$ cat src/lpgt_ram.sv
// Generic single write port, single read port RAM with registered read.
module lpgt_ram #(
  parameter int WIDTH = 8,
  parameter int DEPTH = 16
) (
  input  logic                     clk,
  input  logic                     we,
  input  logic [$clog2(DEPTH)-1:0] waddr,
  input  logic [WIDTH-1:0]         wdata,
  input  logic [$clog2(DEPTH)-1:0] raddr,
  output logic [WIDTH-1:0]         rdata
);
  logic [WIDTH-1:0] mem [DEPTH];

  always_ff @(posedge clk) begin
    if (we) begin
      mem[waddr] <= wdata;
    end
    rdata <= mem[raddr];
  end
endmodule

$ cat config.mk
export PLATFORM = sky130hd
export DESIGN_NAME = lpgt_ram
export DESIGN_NICKNAME = d
export VERILOG_FILES = /design/src/lpgt_ram.sv
export SDC_FILE = /design/constraint.sdc
export NUM_CORES = 1
export LEC_CHECK = 0
export BUFFER_PORTS_ARGS = -buffer_cell sky130_fd_sc_hd__buf_2
export CAP_MARGIN = 10
export CORE_MARGIN = 2
export CORE_UTILIZATION = 41
export DETAILED_ROUTE_END_ITERATION = 6
export GPL_TIMING_DRIVEN = 1
export PLACE_DENSITY = 0.61
export SETUP_SLACK_MARGIN = 0.15
export SLEW_MARGIN = 20
export SYNTH_ARGS = -nofsm -noshare
export SYNTH_HDL_FRONTEND = slang
export SYNTH_SLANG_ARGS = --single-unit
$ cat constraint.sdc
create_clock -name clk -period 1.8 [get_ports clk]
set_clock_uncertainty 0.15 [all_clocks]
set_input_delay 0.27 -clock clk [delete_from_list [all_inputs] [get_ports clk]]
set_output_delay 0.27 -clock clk [all_outputs]
set_load 0.02 [all_outputs]
==> After elaboration in Yosys (flattened, before gate mapping) <==
Memory sizes are Yosys's and may differ from the RTL's. A register that Yosys moved wholly into a read port is not among the register bits.
Index checks and enable logic that the tools add are counted.
{ "classes": {"n_mux": 2} }
{ "ops": {"columns": ["operator", "n"], "rows": [
  ["1-bit 2-to-1 mux", 2]
]} }
{ "word_totals": {"ff_bits": 0, "ramBits": 128, "out_inout_bits": 8, "n_memories": 1} }
{ "mem_list": {"columns": ["name", "words", "width", "read_ports", "rd_ports_with_merged_regs", "wr", "line_no", "text"], "rows": [
  ["mem", 16, 8, 1, 1, 1, "13", "logic [WIDTH-1:0] mem [DEPTH];"]
]} }

==> Logic depth before layout (Yosys ltp) <==
{ "logic_depth": {"ltp_word": 2, "mapped_depth": 5, "depth_no_buf": 3} }

==> Worst setup path before layout <==
No wires, ideal clock.
{ "synth_path": {"kind": "input -> register", "from": "in waddr[2]", "to": "mem mem[0][0] (enable)", "setup_time_ns": 0.383, "arrival_time_ns": 1.380, "required_ns": 1.267, "path_slack_ns": -0.113, "stages": 2, "path_buffers": 0, "path_cell_list": "or3b_2 > nor3_1"} }
{ "synth_rtl": {"columns": ["item", "line_no", "text"], "rows": [
  ["start, declared", "8", "input logic [$clog2(DEPTH)-1:0] waddr,"],
  ["end, declared", "13", null]
]} }
Straight into the memory's write port.

==> metrics.txt <==
status=finished, final reports clean; cell type with the largest total area after synthesis=edfxtp_1; final worst-path cycle share=0.850; Core Rows=40; CP max stage cell=mux4_2; Hold Path Class=in -> reg; Total Wirelength=10.1 mm; fin worst setup slack=0.270 ns; nets@finish=305; Max VDD drop=0.763 mV; Gate Count Post-Synth=229; GPL Wtd Cong=0.724; Synth area leaders=edfxtp_1 (75%), mux4_2 (7.9%), mux4_1 (7.1%); I/O pins=26; top_reg_cell synth=edfxtp_1; CTS Buf Count=17; Post-CTS Setup Bufs=0; startpoint types=flop; largest net degree at the start of global routing=20; top cell type's share of synthesized area=0.747; area of the core=12100 um2; sequential fraction of the synthesis area=0.778; CP peak stage delay=0.46 ns; fraction of layout cells with a size suffix above 1=0.323; ANT cells=0; synthesis-to-finish area growth=21.1%; final setup TNS=0 ns; Die X=116 um; final instance area=6230 um2; Arrival @ worst endpoint=1.67 ns; gr usage total=0.167; Setup CP Type=reg -> reg; Final Instance Count excl. Fillers=468; total number of vias=2457; Max-Slew Margin vs Limit=0.457; Netlist cell types=19; CP cell instances=mux4_2, a22oi_1, nand2_1; WP buf/inv=0; unrepaired setup endpoints after global routing=no; Detailed Routing Iterations Pass 1=4; max cap viols=0; number of gates resized after CTS=0; CTS sink cnt=136; residual DRC count=0; power per cell area=1180 nW/um2; ANT nets after route=0; Post-synth top cells=edfxtp_1 (128), mux4_2 (18), a22oi_1 (16); Initial Util=0.425; worst skew pair latency=0.41 ns; P_leak=2.13 nW; initial antenna violation count=0; post-synth net total=247; average wire per standard cell=21.5 um; actual slew at the worst max-slew pin=0.812 ns; Die H=116 um; Cell Area, Placed=5630 um2; Yosys warning total=0; Yosys reg bits=136; CP endpoint kind=flop; clock-pin slew on the worst setup and hold paths=0.06 ns; first-pass GRT wire length=15.6 mm; min Tclk post-route=1.53 ns; ys async rst share=0; CP delay by family, top=multiplexers; f_max=653 MHz; syn_area_per_cell=22.5 um2; CTS HTree Levels=4; CTS tree=built; Post-synth EDFFs=128; port buffer count=25; max-slew violations=0; vias per cell=5.25; final hold viol count=0; CTS Buffer Depth=2; top-count cell post-synth=edfxtp_1; # hold bufs at CTS=0; final setup fails=0; Data required, critical path=1.94 ns; grt total ovfl=0; Final HPWL DP=6.42 mm; r2r setup slk=0.27 ns; vias in the first global route=2640; dpl ws=-0.0406 ns; CP max FO=1; Post-Syn Area=5150 um2; placed insts=436; Die Area=13500 um2; root buffer cell=clkbuf_16; initial DRC count=186
-- layout make-up --
cell class / count / area, um2
clock buffer: 24 / 482
clock inverter: 8 / 120
tap: 168 / 210
sequential: 136 / 4000
fill: 972 / 5880
multi-input combinational: 83 / 1060
timing repair buffer: 49 / 355
-- path summary, 6_finish.rpt --
path,from,to,cells after the start
setup / recovery,mem[0][7]$_DFFE_PP_,rdata[7]$_DFF_P_,3
hold / removal,wdata[4],mem[7][4]$_DFFE_PP_,1
setup reg to reg,mem[0][7]$_DFFE_PP_,rdata[7]$_DFF_P_,3
hold reg to reg,mem[14][2]$_DFFE_PP_,rdata[2]$_DFF_P_,3
-- power by group --
part / internal [mW] / leakage, nW / switching (mW)
clock network: 2.28 / 0.290 / 1.17
registers: 3.54 / 1.22 / 0.0234
logic: 0.152 / 0.617 / 0.210
total: 5.98 / 2.13 / 1.41
-- metrics by stage --
stage	hold slack, ns	power (mW)	util
after floorplan	0.219	3.83	-
after global placement	0.497	3.99	0.465
after detailed placement	0.508	4.00	0.465
after CTS	0.0846	7.44	0.515
after global routing	0.0960	7.61	0.515
final	0.0957	7.38	0.515
-- cells by family (layout without fill, tap and decap cells) --
family / Yosys count / count (layout) / synth area share
DFF: 136 / 136 / 0.778
and+or+nand+nor: 35 / 35 / 0.0318
muxes: 32 / 32 / 0.150
AOI/OAI and AO/OA: 16 / 16 / 0.0233
buffers and inverters: 10 / 81 / 0.0168
-- sequential cells by signal (all words and copies together), names as in the netlist --
| register | count |
|---|---|
| rdata | 8 |
| mem | 128 |
-- cell usage in the layout, fill, tap and decap left out --
cell type,instances
and2b_1,1
nand2b_1,2
a22oi_1,16
nor3_2,1
clkbuf_16,17
mux4_1,14
or3b_2,1
nand2_1,9
edfxtp_1,128
mux4_2,18
nor3_1,3
clkinv_2,3
clkbuf_8,3
and2_1,1
nor2b_1,1
buf_4,20
clkbuf_1,4
nand3b_1,2
buf_12,4
bufinv_16,3
nor2_1,13
buf_2,25
nand3_1,1
clkinvlp_4,2
dfxtp_1,8
-- metal layers --
metal  vias up  part of all wire  global-route usage
met5         -                 0                   0
met4         0            0.0094              0.0643
met3         4             0.063              0.0450
met2        78              0.48               0.254
met1      1287              0.45               0.235
li1       1088                 -                   -
(Power assumes the default switching activity.)
